--- src/rtl/cqps_pkg.sv ---
`timescale 1ns / 1ps

package cqps_pkg;

  // action codes
  localparam logic [2:0] ACT_PUSH   = 3'd0;
  localparam logic [2:0] ACT_POP    = 3'd1;
  localparam logic [2:0] ACT_REMOVE = 3'd2;
  localparam logic [2:0] ACT_FIND   = 3'd3;
  localparam logic [2:0] ACT_CLEAR  = 3'd4;

  // result status codes
  localparam logic [1:0] STAT_OK       = 2'd0;
  localparam logic [1:0] STAT_FULL     = 2'd1;
  localparam logic [1:0] STAT_EMPTY    = 2'd2;
  localparam logic [1:0] STAT_NOTFOUND = 2'd3;

  typedef struct packed {
    logic [2:0] action;
    logic [7:0] value;
  } in_item_t;

  typedef struct packed {
    logic [1:0] status;
    logic [7:0] data;
    logic [4:0] position;
    logic [4:0] occupancy;
    logic       last;
  } out_item_t;

  // controller to datapath
  typedef struct packed {
    logic load;
    logic step;
    logic finish;
  } cqps_cmd_t;

  // datapath to controller
  typedef struct packed {
    logic single_op;
    logic is_find;
    logic scan_done;
    logic hit;
    logic pend_valid;
    logic out_free;
  } cqps_status_t;

  typedef enum logic [1:0] {
    S_IDLE = 2'b01,
    S_EXEC = 2'b10
  } ctrl_state_e;

  function automatic out_item_t make_result(input logic [1:0] status,
                                            input logic [7:0] data,
                                            input logic [4:0] position,
                                            input logic [4:0] occupancy,
                                            input logic       last);
    out_item_t r;
    r.status    = status;
    r.data      = data;
    r.position  = position;
    r.occupancy = occupancy;
    r.last      = last;
    return r;
  endfunction

endpackage

--- src/rtl/cqps_ctrl.sv ---
`timescale 1ns / 1ps

module cqps_ctrl (
  input  logic                   clk_i,
  input  logic                   rst_ni,
  input  logic                   in_valid_i,
  input  logic                   in_known_i,
  output logic                   in_ready_o,
  input  cqps_pkg::cqps_status_t status_i,
  output cqps_pkg::cqps_cmd_t    cmd_o
);
  import cqps_pkg::*;

  ctrl_state_e state_q, state_d;

  always_comb begin
    state_d    = state_q;
    cmd_o      = '0;
    in_ready_o = 1'b0;
    unique case (state_q)
      S_IDLE: begin
        in_ready_o = 1'b1;
        if (in_valid_i) begin
          cmd_o.load = 1'b1;
          // drop undefined actions without a result
          if (in_known_i) state_d = S_EXEC;
        end
      end
      S_EXEC: begin
        if (status_i.single_op) begin
          cmd_o.finish = status_i.out_free;
        end else if (!status_i.scan_done) begin
          // hold the scan while an earlier hit cannot be handed on
          cmd_o.step = !(status_i.is_find && status_i.hit &&
                         status_i.pend_valid && !status_i.out_free);
        end else begin
          cmd_o.finish = status_i.out_free;
        end
        if (cmd_o.finish) state_d = S_IDLE;
      end
      default: state_d = S_IDLE;
    endcase
  end

  always_ff @(posedge clk_i or negedge rst_ni) begin
    if (!rst_ni) begin
      state_q <= S_IDLE;
    end else begin
      state_q <= state_d;
    end
  end

endmodule

--- src/rtl/cqps_datapath.sv ---
`timescale 1ns / 1ps

module cqps_datapath #(
  parameter int DEPTH = 16
) (
  input  logic                   clk_i,
  input  logic                   rst_ni,
  input  cqps_pkg::in_item_t     in_item_i,
  input  cqps_pkg::cqps_cmd_t    cmd_i,
  output cqps_pkg::cqps_status_t status_o,
  output logic                   out_valid_o,
  input  logic                   out_ready_i,
  output cqps_pkg::out_item_t    out_item_o
);
  import cqps_pkg::*;

  localparam int IW = (DEPTH > 1) ? $clog2(DEPTH) : 1;
  localparam int CW = $clog2(DEPTH + 1);
  localparam logic [CW-1:0] FULL_CNT = CW'(DEPTH);

  logic [7:0]    mem [DEPTH];
  logic [7:0]    rd_data_q;
  logic [IW-1:0] rd_addr;
  logic          we;
  logic [IW-1:0] waddr;
  logic [7:0]    wdata;

  logic [IW-1:0] head_q, head_d;
  logic [CW-1:0] count_q, count_d;
  logic [CW-1:0] idx_q, idx_d;
  logic [CW-1:0] wr_q, wr_d;
  logic [CW-1:0] pend_q, pend_d;
  logic          pend_valid_q, pend_valid_d;
  logic [2:0]    op_q, op_d;
  logic [7:0]    key_q, key_d;
  logic          out_valid_q;
  out_item_t     out_q;
  logic          emit;
  out_item_t     emit_item;
  logic          out_free;
  logic          hit;

  // circular index of the entry at a given offset from the head
  function automatic logic [IW-1:0] slot_at(input logic [IW-1:0] head,
                                            input logic [CW-1:0] off);
    logic [CW:0] sum;
    sum = (CW+1)'(head) + (CW+1)'(off);
    if (sum >= (CW+1)'(DEPTH)) sum = sum - (CW+1)'(DEPTH);
    return sum[IW-1:0];
  endfunction

  assign out_free = !out_valid_q || out_ready_i;
  assign hit      = (rd_data_q == key_q);

  assign status_o.single_op  = (op_q == ACT_PUSH) || (op_q == ACT_POP) ||
                               (op_q == ACT_CLEAR);
  assign status_o.is_find    = (op_q == ACT_FIND);
  assign status_o.scan_done  = (idx_q == count_q);
  assign status_o.hit        = hit;
  assign status_o.pend_valid = pend_valid_q;
  assign status_o.out_free   = out_free;

  // read address is the entry examined in the next cycle
  always_comb begin
    if (cmd_i.load) begin
      rd_addr = head_q;
    end else if (cmd_i.step) begin
      rd_addr = slot_at(head_q, idx_q + 1'b1);
    end else begin
      rd_addr = slot_at(head_q, idx_q);
    end
  end

  always_comb begin
    head_d       = head_q;
    count_d      = count_q;
    idx_d        = idx_q;
    wr_d         = wr_q;
    pend_d       = pend_q;
    pend_valid_d = pend_valid_q;
    op_d         = op_q;
    key_d        = key_q;
    we           = 1'b0;
    waddr        = slot_at(head_q, wr_q);
    wdata        = rd_data_q;
    emit         = 1'b0;
    emit_item    = make_result(STAT_OK, 8'h00, 5'd0, 5'(count_q), 1'b1);

    if (cmd_i.load) begin
      op_d         = in_item_i.action;
      key_d        = in_item_i.value;
      idx_d        = '0;
      wr_d         = '0;
      pend_valid_d = 1'b0;
    end

    if (cmd_i.step) begin
      idx_d = idx_q + 1'b1;
      if (op_q == ACT_REMOVE) begin
        // compact kept entries towards the head
        if (!hit) begin
          we   = 1'b1;
          wr_d = wr_q + 1'b1;
        end
      end else if (hit) begin
        if (pend_valid_q) begin
          emit      = 1'b1;
          emit_item = make_result(STAT_OK, 8'h00, 5'(pend_q), 5'(count_q), 1'b0);
        end
        pend_d       = idx_q + 1'b1;
        pend_valid_d = 1'b1;
      end
    end

    if (cmd_i.finish) begin
      emit = 1'b1;
      unique case (op_q)
        ACT_PUSH: begin
          if (count_q == FULL_CNT) begin
            emit_item = make_result(STAT_FULL, 8'h00, 5'd0, 5'(count_q), 1'b1);
          end else begin
            we        = 1'b1;
            waddr     = slot_at(head_q, count_q);
            wdata     = key_q;
            count_d   = count_q + 1'b1;
            emit_item = make_result(STAT_OK, 8'h00, 5'd0, 5'(count_d), 1'b1);
          end
        end
        ACT_POP: begin
          if (count_q == '0) begin
            emit_item = make_result(STAT_EMPTY, 8'h00, 5'd0, 5'(count_q), 1'b1);
          end else begin
            head_d    = slot_at(head_q, CW'(1));
            count_d   = count_q - 1'b1;
            emit_item = make_result(STAT_OK, rd_data_q, 5'd0, 5'(count_d), 1'b1);
          end
        end
        ACT_REMOVE: begin
          count_d   = wr_q;
          emit_item = make_result((wr_q != count_q) ? STAT_OK : STAT_NOTFOUND,
                                  8'h00, 5'd0, 5'(wr_q), 1'b1);
        end
        ACT_FIND: begin
          if (pend_valid_q) begin
            emit_item = make_result(STAT_OK, 8'h00, 5'(pend_q), 5'(count_q), 1'b1);
          end else begin
            emit_item = make_result(STAT_NOTFOUND, 8'h00, 5'd0, 5'(count_q), 1'b1);
          end
        end
        ACT_CLEAR: begin
          if (count_q == '0) begin
            emit_item = make_result(STAT_EMPTY, 8'h00, 5'd0, 5'd0, 1'b1);
          end else begin
            count_d   = '0;
            emit_item = make_result(STAT_OK, 8'h00, 5'd0, 5'd0, 1'b1);
          end
        end
        default: emit = 1'b0;
      endcase
    end
  end

  always_ff @(posedge clk_i) begin
    if (we) mem[waddr] <= wdata;
    rd_data_q <= mem[rd_addr];
  end

  always_ff @(posedge clk_i or negedge rst_ni) begin
    if (!rst_ni) begin
      head_q       <= '0;
      count_q      <= '0;
      idx_q        <= '0;
      wr_q         <= '0;
      pend_q       <= '0;
      pend_valid_q <= 1'b0;
      op_q         <= ACT_PUSH;
      out_valid_q  <= 1'b0;
    end else begin
      head_q       <= head_d;
      count_q      <= count_d;
      idx_q        <= idx_d;
      wr_q         <= wr_d;
      pend_q       <= pend_d;
      pend_valid_q <= pend_valid_d;
      op_q         <= op_d;
      if (emit) begin
        out_valid_q <= 1'b1;
      end else if (out_ready_i) begin
        out_valid_q <= 1'b0;
      end
    end
  end

  always_ff @(posedge clk_i) begin
    key_q <= key_d;
    if (emit) out_q <= emit_item;
  end

  assign out_valid_o = out_valid_q;
  assign out_item_o  = out_q;

endmodule

--- src/rtl/char_queue_with_purge_and_search.sv ---
`timescale 1ns / 1ps

// Bounded byte queue of DEPTH entries with push, pop, remove-all-matching, find and
// clear, one action per input transaction and one or more result transactions out
// per defined action; undefined action codes give no result. Remove and find walk
// the stored entries through the single read port of the element store, one entry
// per cycle unless an earlier find hit still waits for the output register. Any
// action takes longer while the output is stalled, since each result waits for the
// output register to free. A new transaction is taken once the previous one has
// finished, even while its last result still waits in the output register. The
// element store needs no clearing after reset; the queue is empty at once.
module char_queue_with_purge_and_search #(
  parameter int DEPTH = 16
) (
  input  logic                clk_i,
  input  logic                rst_ni,
  input  logic                in_valid_i,
  output logic                in_ready_o,
  input  cqps_pkg::in_item_t  in_item_i,
  output logic                out_valid_o,
  input  logic                out_ready_i,
  output cqps_pkg::out_item_t out_item_o
);
  import cqps_pkg::*;

  cqps_cmd_t    cmd;
  cqps_status_t status;
  logic         in_known;

  assign in_known = (in_item_i.action <= ACT_CLEAR);

  cqps_ctrl u_ctrl (
    .clk_i      (clk_i),
    .rst_ni     (rst_ni),
    .in_valid_i (in_valid_i),
    .in_known_i (in_known),
    .in_ready_o (in_ready_o),
    .status_i   (status),
    .cmd_o      (cmd)
  );

  cqps_datapath #(
    .DEPTH (DEPTH)
  ) u_datapath (
    .clk_i       (clk_i),
    .rst_ni      (rst_ni),
    .in_item_i   (in_item_i),
    .cmd_i       (cmd),
    .status_o    (status),
    .out_valid_o (out_valid_o),
    .out_ready_i (out_ready_i),
    .out_item_o  (out_item_o)
  );

endmodule

--- config.mk ---
export PLATFORM = sky130hd
export DESIGN_NAME = char_queue_with_purge_and_search
export DESIGN_NICKNAME = d
export VERILOG_FILES = /design/src/rtl/cqps_pkg.sv /design/src/rtl/cqps_ctrl.sv /design/src/rtl/cqps_datapath.sv /design/src/rtl/char_queue_with_purge_and_search.sv
export SDC_FILE = /design/constraint.sdc
export NUM_CORES = 1
export LEC_CHECK = 0
export BUFFER_PORTS_ARGS = -buffer_cell sky130_fd_sc_hd__buf_2
export CORE_MARGIN = 8
export CORE_UTILIZATION = 34
export CTS_BUF_LIST = sky130_fd_sc_hd__clkbuf_2 sky130_fd_sc_hd__clkbuf_4 sky130_fd_sc_hd__clkbuf_8
export DETAILED_ROUTE_END_ITERATION = 7
export HOLD_SLACK_MARGIN = 0.05
export PLACE_DENSITY = 0.5
export SYNTH_ARGS = -nofsm -noshare
export SYNTH_HDL_FRONTEND = slang
export SYNTH_SLANG_ARGS = --single-unit
export TNS_END_PERCENT = 100
--- constraint.sdc ---
create_clock -name clk_i -period 4.5 [get_ports clk_i]
set_clock_uncertainty 0.05 [all_clocks]
set_input_delay 1.35 -clock clk_i [delete_from_list [all_inputs] [get_ports clk_i]]
set_output_delay 1.35 -clock clk_i [all_outputs]
set_load 0.005 [all_outputs]
==> results_dict.tcl <==
set metrics [dict create \
    status "complete, no violations" \
    num_io_pins 38 \
    yosys.area_share.simple_pct 11.47 \
    die_area_um2 31530 \
    synth_common_cells "157 x edfxtp_1, 109 x nand2_1, 90 x a21oi_1, 32 x o21ai_0, 31 x nor2_1" \
    synth_cells 721 \
    yosysTopAreaCell "edfxtp_1" \
    grt_pass1_vias 5580 \
    p_per_area_nw_per_um2 537.9 \
    grt_overflow 0 \
    synth_flop_cell "edfxtp_1" \
    rsz0062_at_grt "false" \
    cap_violations 0 \
    cts_num_sinks 196 \
    crit_required_ps 4850 \
    wl_met3_mm 1.021 \
    post_cts_resize_count 0 \
    critPathCaptureType "register" \
    numCtsBuffers 17 \
    ant_nets 0 \
    synthMuxAreaShare_pct 2.396 \
    relSlewSlack_pct 37.71 \
    rows 59 \
    clk_pin_slew_ps 130 \
    yosysMostFrequentCell "edfxtp_1" \
    place_inst 1088 \
    tightest_slew_ps 934.4 \
    synth_xor_area_share_pct 4.412 \
    synthAdderAreaFrac_pct 2.650 \
    areaGrowthSynthToFinish_pct 13.35 \
    cp-startpoint "out_ready_i" \
    syn_avg_cell_area_um2 12.31 \
    gr-usage-all-layers_pct 14.04 \
    viasPerCell 5.148 \
    ctsHoldBuffers 0 \
    period_share_pct 89.36 \
    vias 5766 \
    vdd_ir_drop_max_mv 0.3467 \
    final_cells 1120 \
    core_area_um2 25840 \
    reg2reg_depth 15 \
    yosys_warnings 0 \
    layout.nets 804 \
    mappedNetlistNets 753 \
    critPathArrivalTime_ps 4380 \
    totalWireLength_mm 21.64 \
    antennaDiodeCount 0 \
    setup_violations 0 \
    worstSetupEndpoint "u_datapath.rd_data_q[3]" \
    post_cts_buffers 0 \
    dr.pass1.iters 5 \
    drive_above_1_share_pct 17.07 \
    period_needed_ps 4021 \
    criticalPathCategory "input pin to register" \
    remaining_drc_errors 0 \
    hold_viol_final 0 \
    min_path_type "register to register" \
    drt_iter0_drc 512 \
    gp_congestion 0.8260 \
    grt_pass1_wl_mm 33.53 \
    drv_slew 0 \
    cts_buffer_depth 2 \
    fmax_ghz 0.2487 \
    cts_tree "yes" \
    hpwl_mm 14.25 \
    ys_seq_elements 196 \
    die_w_um 177.6 \
    antenna_found_initial 0 \
    cp-start-kind "input pin" \
    wl_met1_mm 10.41 \
    synth_top_family_by_area "compound AO/OA/AOI/OAI gates" \
    cp_max_fo 8 \
    utilization_pct 38.94 \
    synth.top_cell.area_share_pct 53.12 \
    synth_area_leaders "edfxtp_1 53%, dfrtp_1 8.5%, a21oi_1 5.1%" \
    hold-path-cell-count 2 \
    synthArstFlopShare_pct 15.82 \
    numPortBuffers 37 \
    clkLatencyLatePin_ps 480 \
    r2r-start "u_datapath.op_q[1]" \
    cts_max_level 4 \
    synth_cell_types 60 \
    yosysSeqAreaShare_pct 63.67 \
    cts-root-buf "clkbuf_8" \
    cellLeakagePower_nw 3.607 \
    die_h_um 177.6 \
    met2_wirelength_mm 9.790 \
    grt_max_degree 65 \
    synth-edff-count 157 \
    top_layer "met4" \
    r2r_slack_ps 690 \
    post_drt_wl_per_cell_um 19.32 \
    synth-compound-area-share_pct 12.48 \
    r2r-end "u_datapath.rd_data_q[3]" \
    syn_area_um2 8876 \
    initial_core_util_pct 34.35 \
]
==> layer usage <==
metal	vias to the layer above	track usage, %
met2	142	21.56
met5	-	0
met1	2862	19.47
met3	26	2.723
met4	0	5.002
li1	2736	-
==> kinds of logic (layout without fill, tap and decap cells) <==
logic type / count (synthesis) / count (layout)
flops: 196 / 196
simple gates: 210 / 210
compound gates: 182 / 182
mux: 20 / 20
xor+xnor: 40 / 40
buf+inv: 56 / 120
fa+ha+maj: 17 / 17
==> report_power, final <==
group	internal [mW]	switching [mW]
sequential	2.24	0.176
combinational	0.589	1.16
clock	0.457	0.786
total	3.29	2.12
==> final cells by class <==
class	count	area (um2)
fillers	2466	15780
flip-flops and latches	196	5652
multi-input cells	469	2980
repair buffers	69	488.0
well taps	335	419.2
clock buffers	17	234.0
clock inverters	15	216.5
inverters	19	71.32
==> placed cells by master (no fill, tap or decap), drive strengths merged, types with 2 or more instances in the layout <==
master	count
edfxtp	157
nand2	110
a21oi	92
buf	69
o21ai	35
nor2	31
dfrtp	30
inv	29
xor2	20
xnor2	20
a22oi	18
and2	18
clkbuf	17
a221oi	16
nand3	15
ha	14
mux2i	10
mux2	10
nor3	8
dfxtp	8
nand4	6
nor2b	6
clkinv	5
a21o	4
nor4	4
nor3b	4
nand2b	3
a2bb2oi	3
fa	3
and3	3
a31oi	3
o21a	2
a32oi	2
==> sequential cells by signal, indices dropped and copies added (netlist names), 5 cells and up <==
register               cells
u_datapath.count_q         5
u_datapath.idx_q           5
u_datapath.key_q           8
u_datapath.mem           128
u_datapath.out_item_o     21
u_datapath.pend_q          5
u_datapath.rd_data_q       8
u_datapath.wr_q            5
==> worst max-delay path, cell delays in order <==
cell and delay, ps:
buf_2 90, nand2b_1 180, nor4_4 190, nand3_2 120
nand2_1 120, buf_4 130, mux2i_1 320, inv_1 80
ha_1 290, a21o_1 170, a21oi_1 180, xor2_1 210
a31o_1 170, a21oi_4 80, xnor2_4 410, mux2i_1 250
==> worst min-delay path by stage <==
stage                              start                    to  slack, ps
floorplan           u_datapath.pend_q[0]  u_datapath.pend_q[0]        390
global placement    u_datapath.pend_q[0]  u_datapath.pend_q[0]        410
detailed placement  u_datapath.pend_q[2]  u_datapath.pend_q[2]        410
CTS                 u_datapath.pend_q[2]  u_datapath.pend_q[2]        440
global route        u_datapath.pend_q[4]  u_datapath.pend_q[4]        480
finish              u_datapath.pend_q[2]  u_datapath.pend_q[2]        440
==> through the flow <==
step	setup TNS (ps)	power [mW]	hold WS (ps)	area [um2]	setup WS [ps]
after global routing	0	5.691	476.2	10060	220.8
final	0	5.412	435.7	10060	478.7
after floorplan	0	3.578	391.8	8876	384.4
after detailed placement	-3.700	4.203	413.4	9610	-3.700
after CTS	0	5.442	442.5	10060	497.7
after global placement	0	4.177	406.6	9610	19.62
No activity file was read; power rests on OpenSTA's default activity.
